$ cat src/rtl/ccb_pkg.sv
`timescale 1ns / 1ps
// shared constants for the c comment blanker: character codes, scan mode codes
// and output queue sizing; no dependencies

package ccb_pkg;

    localparam int BYTE_W = 8;

    // character codes
    localparam logic [BYTE_W-1:0] CH_DQUOTE = 8'h22;
    localparam logic [BYTE_W-1:0] CH_SQUOTE = 8'h27;
    localparam logic [BYTE_W-1:0] CH_SLASH  = 8'h2F;
    localparam logic [BYTE_W-1:0] CH_STAR   = 8'h2A;
    localparam logic [BYTE_W-1:0] CH_NL     = 8'h0A;
    localparam logic [BYTE_W-1:0] CH_BSLASH = 8'h5C;
    localparam logic [BYTE_W-1:0] CH_SPACE  = 8'h20;

    // scan mode codes
    localparam int MODE_W = 3;
    localparam logic [MODE_W-1:0] MODE_NORMAL    = 3'd0;
    localparam logic [MODE_W-1:0] MODE_SLASH     = 3'd1;
    localparam logic [MODE_W-1:0] MODE_LIT       = 3'd2;
    localparam logic [MODE_W-1:0] MODE_LIT_ESC   = 3'd3;
    localparam logic [MODE_W-1:0] MODE_LINE      = 3'd4;
    localparam logic [MODE_W-1:0] MODE_BLOCK     = 3'd5;
    localparam logic [MODE_W-1:0] MODE_BLOCK_STR = 3'd6;

    // result queue: room for two results of one byte plus slack for a stalled sink
    localparam int QDEPTH  = 4;
    localparam int QPTR_W  = $clog2(QDEPTH);
    localparam int QCNT_W  = $clog2(QDEPTH + 1);
    localparam int PUSH_W  = 2;
    localparam int MAX_RES = 2;

endpackage

$ cat src/rtl/c_comment_blanker_core.sv
`timescale 1ns / 1ps
// c comment blanker top level: replaces c line and block comments by spaces
// in a byte stream, keeping newlines and quoted literals; uses ccb_pkg
//
// channel   dir  tdata          tlast            notes
// s_axis    in   [7:0] in_byte  in_last          one source byte per transfer
// m_axis    out  [7:0] out_byte out_last         zero, one or two per input byte
//
// one input byte per cycle while s_axis_tready is high; scan mode update and
// result selection are one level of logic from the port into a four-entry result queue.
// first result is registered into the queue and can appear in the cycle after its input transfer.
// s_axis_tready drops while the queue holds more than two results.
// aresetn (synchronous, active low) clears scan mode, quote kind and the queue.

module c_comment_blanker_core
    import ccb_pkg::*;
(
    input  logic              aclk,
    input  logic              aresetn,
    input  logic              s_axis_tvalid,
    output logic              s_axis_tready,
    input  logic [BYTE_W-1:0] s_axis_tdata,   // [7:0] in_byte
    input  logic              s_axis_tlast,
    output logic              m_axis_tvalid,
    input  logic              m_axis_tready,
    output logic [BYTE_W-1:0] m_axis_tdata,   // [7:0] out_byte
    output logic              m_axis_tlast
);

    logic [MODE_W-1:0] mode_reg, mode_next;
    logic              quote_single_reg, quote_single_next;

    logic [BYTE_W-1:0] q_byte_reg [QDEPTH];
    logic              q_last_reg [QDEPTH];
    logic [QPTR_W-1:0] wr_ptr_reg, rd_ptr_reg;
    logic [QCNT_W-1:0] count_reg, count_next;

    logic              s_fire, m_fire;
    logic [BYTE_W-1:0] in_b;
    logic [BYTE_W-1:0] quote_ch;

    // normal text handling of the current byte
    logic [MODE_W-1:0] plain_mode;
    logic              plain_quote;
    logic              plain_emit;

    logic [BYTE_W-1:0] res0_byte, res1_byte;
    logic [PUSH_W-1:0] n_res;
    logic [PUSH_W-1:0] n_push;
    logic              last0, last1;

    assign s_fire = s_axis_tvalid && s_axis_tready;
    assign m_fire = m_axis_tvalid && m_axis_tready;
    assign in_b   = s_axis_tdata;
    assign quote_ch = quote_single_reg ? CH_SQUOTE : CH_DQUOTE;

    assign s_axis_tready = (count_reg <= QCNT_W'(QDEPTH - MAX_RES));
    assign m_axis_tvalid = (count_reg != '0);
    assign m_axis_tdata  = q_byte_reg[rd_ptr_reg];
    assign m_axis_tlast  = q_last_reg[rd_ptr_reg];

    always_comb begin
        plain_mode  = MODE_NORMAL;
        plain_quote = quote_single_reg;
        plain_emit  = 1'b1;
        if (in_b == CH_DQUOTE || in_b == CH_SQUOTE) begin
            plain_mode  = MODE_LIT;
            plain_quote = (in_b == CH_SQUOTE);
        end else if (in_b == CH_SLASH && !s_axis_tlast) begin
            plain_mode = MODE_SLASH;
            plain_emit = 1'b0;
        end
    end

    always_comb begin
        mode_next         = mode_reg;
        quote_single_next = quote_single_reg;
        res0_byte         = in_b;
        res1_byte         = in_b;
        n_res             = PUSH_W'(1);
        unique case (mode_reg)
            MODE_SLASH: begin
                if (in_b == CH_SLASH || in_b == CH_STAR) begin
                    res0_byte = CH_SPACE;
                    res1_byte = CH_SPACE;
                    n_res     = PUSH_W'(2);
                    mode_next = (in_b == CH_SLASH) ? MODE_LINE : MODE_BLOCK;
                end else begin
                    // held slash goes out first, then the byte as normal text
                    res0_byte         = CH_SLASH;
                    res1_byte         = in_b;
                    n_res             = plain_emit ? PUSH_W'(2) : PUSH_W'(1);
                    mode_next         = plain_mode;
                    quote_single_next = plain_quote;
                end
            end
            MODE_LIT: begin
                if (in_b == quote_ch) begin
                    mode_next = MODE_NORMAL;
                end else if (in_b == CH_BSLASH) begin
                    mode_next = MODE_LIT_ESC;
                end
            end
            MODE_LIT_ESC: begin
                mode_next = MODE_LIT;
            end
            MODE_LINE: begin
                if (in_b == CH_NL) begin
                    mode_next = MODE_NORMAL;
                end else begin
                    res0_byte = CH_SPACE;
                end
            end
            MODE_BLOCK, MODE_BLOCK_STR: begin
                if (in_b == CH_SLASH && mode_reg == MODE_BLOCK_STR) begin
                    mode_next = MODE_NORMAL;
                    res0_byte = CH_SPACE;
                end else if (in_b == CH_STAR) begin
                    mode_next = MODE_BLOCK_STR;
                    res0_byte = CH_SPACE;
                end else begin
                    mode_next = MODE_BLOCK;
                    res0_byte = (in_b == CH_NL) ? CH_NL : CH_SPACE;
                end
            end
            default: begin
                // normal text, also the unused code
                mode_next         = plain_mode;
                quote_single_next = plain_quote;
                n_res             = plain_emit ? PUSH_W'(1) : PUSH_W'(0);
            end
        endcase
        // end of text: mark the final result and start over
        if (s_axis_tlast) begin
            mode_next         = MODE_NORMAL;
            quote_single_next = 1'b0;
        end
    end

    assign last0  = s_axis_tlast && (n_res == PUSH_W'(1));
    assign last1  = s_axis_tlast;
    assign n_push = s_fire ? n_res : '0;

    assign count_next = count_reg + QCNT_W'(n_push) - QCNT_W'(m_fire);

    always_ff @(posedge aclk) begin
        if (!aresetn) begin
            mode_reg         <= MODE_NORMAL;
            quote_single_reg <= 1'b0;
            wr_ptr_reg       <= '0;
            rd_ptr_reg       <= '0;
            count_reg        <= '0;
        end else begin
            if (s_fire) begin
                mode_reg         <= mode_next;
                quote_single_reg <= quote_single_next;
            end
            wr_ptr_reg <= wr_ptr_reg + QPTR_W'(n_push);
            if (m_fire) begin
                rd_ptr_reg <= rd_ptr_reg + QPTR_W'(1);
            end
            count_reg <= count_next;
        end
    end

    // queue payload, no reset needed
    always_ff @(posedge aclk) begin
        if (n_push != '0) begin
            q_byte_reg[wr_ptr_reg] <= res0_byte;
            q_last_reg[wr_ptr_reg] <= last0;
        end
        if (n_push == PUSH_W'(2)) begin
            q_byte_reg[wr_ptr_reg + QPTR_W'(1)] <= res1_byte;
            q_last_reg[wr_ptr_reg + QPTR_W'(1)] <= last1;
        end
    end

`ifndef NO_ASSERTIONS
    a_count_bound: assert property (@(posedge aclk) disable iff (!aresetn)
        count_reg <= QCNT_W'(QDEPTH))
        else $error("result queue count out of range");

    a_count_track: assert property (@(posedge aclk) disable iff (!aresetn)
        1'b1 |=> count_reg == $past(count_reg) + QCNT_W'($past(n_push))
                             - QCNT_W'($past(m_fire)))
        else $error("result queue count lost track of transfers");

    a_last_resets_mode: assert property (@(posedge aclk) disable iff (!aresetn)
        s_fire && s_axis_tlast |=> mode_reg == MODE_NORMAL && !quote_single_reg)
        else $error("scan state not cleared after final byte");

    a_last_emits: assert property (@(posedge aclk) disable iff (!aresetn)
        s_fire && s_axis_tlast |-> n_res != '0)
        else $error("final byte produced no result");
`endif

endmodule
$ cat config.mk
export PLATFORM = sky130hd
export DESIGN_NAME = c_comment_blanker_core
export DESIGN_NICKNAME = d
export VERILOG_FILES = /design/src/rtl/ccb_pkg.sv /design/src/rtl/c_comment_blanker_core.sv
export SDC_FILE = /design/constraint.sdc
export NUM_CORES = 1
export LEC_CHECK = 0
export ABC_AREA = 1
export CORE_ASPECT_RATIO = 0.9
export CORE_UTILIZATION = 42
export CTS_BUF_LIST = sky130_fd_sc_hd__clkbuf_4 sky130_fd_sc_hd__clkbuf_8
export CTS_CLUSTER_DIAMETER = 60
export DETAILED_ROUTE_END_ITERATION = 8
export DONT_BUFFER_PORTS = 1
export SKIP_LAST_GASP = 1
export SYNTH_ARGS = -nofsm -noshare
export SYNTH_HDL_FRONTEND = slang
export SYNTH_SLANG_ARGS = --single-unit
$ cat constraint.sdc
create_clock -name aclk -period 2.7 [get_ports aclk]
set_input_delay 0.405 -clock aclk [delete_from_list [all_inputs] [get_ports aclk]]
set_output_delay 0.405 -clock aclk [all_outputs]
set_load 0.005 [all_outputs]
Word level (Yosys, flattened, before mapping)
Memories as Yosys holds them, arrays and structs flattened. A register that Yosys moved wholly into a read port is not among the register bits.
Index checks and enable logic that the tools add are counted.
Widths: inputs -> output; s select.
{"block": "op_classes", "addsub": 5, "n_lt_le_gt_ge": 1, "n_eq_ne": 19, "mux": 39, "reduce_logical": 14}
{"operator": "$eq 8x6->1 const B", "count": 4}
{"operator": "$mux 8", "count": 3}
{"operator": "$pmux 8 s3", "count": 1}
{"operator": "$mux 3", "count": 7}
{"operator": "$mux 2", "count": 9}
{"operator": "$mux 6", "count": 3}
{"operator": "$pmux 3 s5", "count": 1}
{"operator": "$mux 1", "count": 12}
{"operator": "$eq 3x3->1 const B", "count": 3}
{"operator": "$eq 8x4->1 const B", "count": 1}
{"operator": "$eq 8x6->1", "count": 1}
{"operator": "$eq 8x7->1 const B", "count": 1}
{"operator": "$eq 3x2->1 const B", "count": 2}
{"operator": "$ne 3x3->1 const B", "count": 2}
{"operator": "$reduce_and 3->1", "count": 2}
{"operator": "$logic_and 1x1->1", "count": 5}
{"operator": "$reduce_or 5->1", "count": 1}
{"operator": "$add 2x1->2 const B", "count": 2}
{"operator": "$mux 4", "count": 1}
{"operator": "$ne 4x4->1 const B", "count": 1}
{"operator": "$pmux 2 s2", "count": 1}
{"operator": "$add 3x2->3", "count": 1}
{"operator": "$eq 3x1->1 const B", "count": 1}
{"operator": "$le 3x2->1 const B", "count": 1}
{"operator": "11 further kinds", "count": 12}
{"block": "totals", "regBits": 11, "mem_bits_rw": 36, "inputBits": 13, "memories": 2}
{"name": "q_byte_reg", "words": 4, "word_bits": 8, "rd": 1, "rd_clocked_by_memory_dff": 1, "write_ports": 2, "line_no": "c_comment_blanker_core.sv:33", "rtl": "logic [BYTE_W-1:0] q_byte_reg [QDEPTH];"}
{"name": "q_last_reg", "words": 4, "word_bits": 1, "rd": 1, "rd_clocked_by_memory_dff": 1, "write_ports": 2, "line_no": "c_comment_blanker_core.sv:34", "rtl": "logic q_last_reg [QDEPTH];"}

Logic depth before layout (Yosys ltp)
{"block": "depth", "depth_word": 11, "depth_mapped": 14, "mapped_depth_nobuf": 14}

Least setup slack after synthesis
OpenSTA, ideal clock, no wires.
{"block": "synth_timing", "path_kind": "input to register", "startpoint": "in s_axis_tdata[5]", "endpoint": "reg count_reg[2]", "arrival_time_ns": 2.165, "t_required_ns": 2.579, "path_slack_ns": 0.414, "cell_stages": 14, "cell_sequence": "buf_4 > nand2_2 > nor2_4 > nand3_1 > nor3_2 > nor2_2 > nand2_2 > ha_1 > inv_1 > ha_1 > fa_1 > xor2_1 > o21ai_0 > a21oi_1"}
{"block": "synth_between", "elab_chain_cells": 10, "word_cells_on_any_way": 16, "cone_classes": "2 x add/sub; 4 x eq/ne; 7 x mux; 3 x reduce/logical"}
{"element": "start: declaration", "line_no": "c_comment_blanker_core.sv:22", "rtl": "input logic [BYTE_W-1:0] s_axis_tdata,"}
{"element": "$eq 8x6->1", "line_no": "c_comment_blanker_core.sv:69, c_comment_blanker_core.sv:83"}
{"element": "$logic_and 1x1->1", "line_no": "c_comment_blanker_core.sv:69", "rtl": "end else if (in_b == CH_SLASH && !s_axis_tlast) begin"}
{"element": "$mux 1", "line_no": "c_comment_blanker_core.sv:69"}
{"element": "$mux 1", "line_no": "c_comment_blanker_core.sv:66", "rtl": "if (in_b == CH_DQUOTE || in_b == CH_SQUOTE) begin"}
{"element": "$mux 2", "line_no": "c_comment_blanker_core.sv:92", "rtl": "n_res = plain_emit ? PUSH_W'(2) : PUSH_W'(1);"}
{"element": "$mux 2", "line_no": "c_comment_blanker_core.sv:83", "rtl": "if (in_b == CH_SLASH || in_b == CH_STAR) begin"}
{"element": "$pmux 2 s2 (*)", "line_no": "c_comment_blanker_core.sv:81", "rtl": "unique case (mode_reg)"}
{"element": "$mux 2 (*)", "line_no": "c_comment_blanker_core.sv:142", "rtl": "assign n_push = s_fire ? n_res : '0;"}
{"element": "$add 3x2->3 (*)", "line_no": "c_comment_blanker_core.sv:144", "rtl": "assign count_next = count_reg + QCNT_W'(n_push) - QCNT_W'(m_fire);"}
{"element": "$sub 3x1->3 (*)", "line_no": "c_comment_blanker_core.sv:144"}
{"element": "end signal: assignment", "line_no": "c_comment_blanker_core.sv:162", "rtl": "count_reg <= count_next;"}
{"element": "end: declaration", "line_no": "c_comment_blanker_core.sv:36", "rtl": "logic [QCNT_W-1:0] count_reg, count_next;"}
Mark *: on every way between the ends. The rest lies on a longest branch, timed or not.
A chain may end at the register's enable or synchronous reset.

Final worst setup path
{"block": "layout_timing", "startpoint": "reg mode_reg[2]", "endpoint": "reg count_reg[2]"}
{"block": "layout_between", "elab_chain_cells": 6, "word_cells_on_any_way": 11, "cone_classes": "2 x add/sub; 6 x eq/ne; 2 x mux; 1 x reduce/logical"}
{"element": "start: declaration", "line_no": "c_comment_blanker_core.sv:30", "rtl": "logic [MODE_W-1:0] mode_reg, mode_next;"}
{"element": "start signal: assignment", "line_no": "c_comment_blanker_core.sv:155", "rtl": "mode_reg <= mode_next;"}
{"element": "$eq 3x3->1 or $eq 3x2->1 (tied branches)", "line_no": "c_comment_blanker_core.sv:81"}
{"element": "$reduce_or 5->1 (no source line)"}
{"element": "$pmux 2 s2 (*)", "line_no": "c_comment_blanker_core.sv:81"}
{"element": "$mux 2 (*)", "line_no": "c_comment_blanker_core.sv:142"}
{"element": "$add 3x2->3 (*)", "line_no": "c_comment_blanker_core.sv:144"}
{"element": "$sub 3x1->3 (*)", "line_no": "c_comment_blanker_core.sv:144"}
Marked as above.

==> results.md <==
* Hold_buf cts at 0
* Vias in the first global route at 1990
* IO Port Bufs at 0
* Post-synthesis xor/xnor area fraction at 0.00309
* Setup TNS at 0 ns
* Primary FF master, synth: edfxtp_1
* TritonCTS Sinks at 49
* CP Cell Sequence: nand2_1 > o21ai_1 > nor3_2 > nor2_2 > nand2_2 > ha_1 > inv_1 > ha_1 > fa_1 > xor2_1 > o21ai_0 > a21oi_1
* Setup bufs post-CTS at 0
* Final setup fails at 0
* Max Fclk at 419 MHz
* Via count of the routed design at 2274
* Top layer in use: met4
* Clock Tree Buf Depth at 2
* Nets at 384
* H-tree depth at 2
* Area Growth Syn to Fin at 6.63%
* Number of distinct library cells after synthesis at 30
* P_int at 1.29 mW
* Power per Cell Area at 658 nW/µm²
* Met3 routed WL at 375 µm
* CTS Buf Count at 5
* Final setup skew at 0.00480 ns
* Slowest cell on the critical path: dfxtp_1
* Final Hold Viols at 0
* Met1 WL at 3.20 mm
* First-pass GRT wire length at 10.4 mm
* Critical path type: flop to flop
* Max-slew violations at 0
* I/O pin cnt at 24
* Compound-Gate Fraction of Synth Area at 0.128
* WL met2 at 2.78 mm
* Dpl cells at 449
* Clock network power share at 0.223
* MaxCap Viol Count at 0
* Drt pass-1 iters at 4
* GP Congestion at 0.810
* Routed Wire Length at 6.40 mm
* Largest net degree at the start of global routing at 19
* DRC Markers at 0
* Synth Area in Adders at 0.0247
* Antenna viol nets, final at 0
* P_leak at 1.28 nW
* Post-Syn Area per Cell at 7.80 µm²
* Worst Tran Pin Value at 0.560 ns
* Gate Count Post-Synth at 363
* # fillers at 673
* Core Area at 6550 µm²
* Outcome: finished clean
* Max reg flops at 32
* Mux cell area share after synthesis at 0
* Vias per cell at 4.98
* Starting density of the core at 0.432
* Initial antenna violation count at 0
* Post-Syn Nets at 381
* Synth Cell Area at 2830 µm²
* CTS resizes at 0
* Die Area at 7070 µm²
* Total grt overflow at 0
* Switch Pwr at 0.699 mW
* Critical Path Sink Type: flop
* Switch share at 0.352
* Root buf cell: clkbuf_8
* Combinational share of power at 0.276
* Post-Layout Cell Count at 457
* Hold Crit Class: input pin to flop
* CP Max Fanout at 6
* Max VDD drop at 0.000445 V
* CP required at 2.89 ns
* RSZ-0062 raised after global routing: false
* Clk_lat worst skew at 0.30 ns
* Diode count at 0
* YS warnings at 0
* Cell row count at 28
* Sequential share of the synthesized area at 0.474
* Crit start category: flop
* Total track usage at 0.195
* Chip width at 88.6 µm
* Share of cells above drive strength 1 at 0.106
* Wirelength per Cell at 14.0 µm
* WP data arrival at 2.58 ns
* Slowest stage delay, CP at 0.54 ns
* Final Cycle Share at 0.884
* HPWL Detailed at 4.68 mm
* Synth Register Bits at 49
* Worst slew margin at 0.625
* Seq pwr share at 0.501
* Async set or reset register ratio after synthesis at 0
* CTS clk-pin slew, worst paths at 0.09 ns
* Initial DRC count at 151
* Synth Area in Simple Gates at 0.304
* Die height at 79.9 µm
* Largest family of logic cells by synthesized area: simple AND/OR/NAND/NOR gates
* CTS tree: done
* Most used cell, CP: ha_1
* Post-synth EDFFs at 36
* Minimum clock period at 2.39 ns
## cell families after synthesis
group	Yosys count
AND/OR/NAND/NOR	193
AO/OA/AOI/OAI	67
XOR/XNOR	1
adder cells (fa/ha/maj)	5
buffers and inverters	48
flip-flops	49
## area by class of cell
type	instances	area, µm²	area share
well taps	90	113	0.0373
inverters	42	160	0.0530
multi-input cells	266	1300	0.431
repair buffers	2	15.0	0.00497
clock inverters	3	21.3	0.00705
clock buffers	5	68.8	0.0228
flip-flops and latches	49	1340	0.444
## synth_stat cells, types with 3 or more instances
cell	instances	area (µm²)
a21oi_1	8	40.0
nand2_2	4	25.0
o21ai_1	10	50.1
nor2_1	54	203
ha_1	4	50.1
nor2_4	3	33.8
inv_2	10	37.5
clkbuf_1	4	15.0
nand2_1	105	394
nand3_1	14	70.1
o22ai_1	9	56.3
nand2_4	3	33.8
o21ai_0	35	175
dfxtp_1	13	260
edfxtp_1	36	1080
inv_1	31	116
## stage by stage
| step | power [mW] | setup slack, ns | hold WS [ns] | utilization | cell area (µm²) |
|---|---|---|---|---|---|
| 2_1_floorplan | 1.42 | 0.414 | 0.436 | - | 2830 |
| 3_3_place_gp | 1.56 | 0.354 | 0.455 | 0.447 | 2930 |
| 5_1_grt | 2.12 | 0.101 | 0.186 | 0.461 | 3020 |
| 3_5_place_dp | 1.57 | 0.281 | 0.462 | 0.447 | 2930 |
| 4_1_cts | 2.01 | 0.299 | 0.188 | 0.461 | 3020 |
| 6_report | 1.99 | 0.312 | 0.195 | 0.461 | 3020 |
## critical path, delay by kind of cell (launching register included)
family | cells | cell delay [ns]
fa+ha+maj | 3 | 0.84
flops | 1 | 0.54
simple gates | 4 | 0.37
compound gates | 3 | 0.34
xor+xnor | 1 | 0.16
buf+inv | 1 | 0.04
## power by group through the flow
stage	Clock (mW)	Sequential, mW	Combinational (mW)
floorplan	0	0.994	0.424
global route	0.483	1.01	0.627
CTS	0.455	0.996	0.556
finish	0.442	0.995	0.549
global placement	0	1.01	0.548
detailed placement	0	1.01	0.553
## path summary, 6_finish.rpt
| kind | slack (ns) | to | cells past startpoint | from |
|---|---|---|---|---|
| max | 0.31 | count_reg[2] | 12 | mode_reg[2] |
| min | 0.20 | wr_ptr_reg[0] | 2 | aresetn |
| min reg2reg | 0.47 | rd_ptr_reg[1] | 2 | rd_ptr_reg[1] |
| max reg2reg | 0.31 | count_reg[2] | 12 | mode_reg[2] |
## metal layers
metal | GRT usage | up-vias
met5 | 0 | -
met1 | 0.293 | 1008
met4 | 0.0419 | 0
met3 | 0.0362 | 5
li1 | - | 1197
met2 | 0.288 | 64
## layout by cell type (no fill, tap or decap), types with 3 or more instances in the layout
cell type    n
nand2_1    105
nor2_1      54
edfxtp_1    36
o21ai_0     35
inv_1       31
nand3_1     14
dfxtp_1     13
inv_2       10
o21ai_1     10
o22ai_1      9
a21oi_1      8
clkbuf_8     5
nand2_2      4
ha_1         4
nand2_4      3
nor2_4       3
No activity file was read; power rests on OpenSTA's default activity.
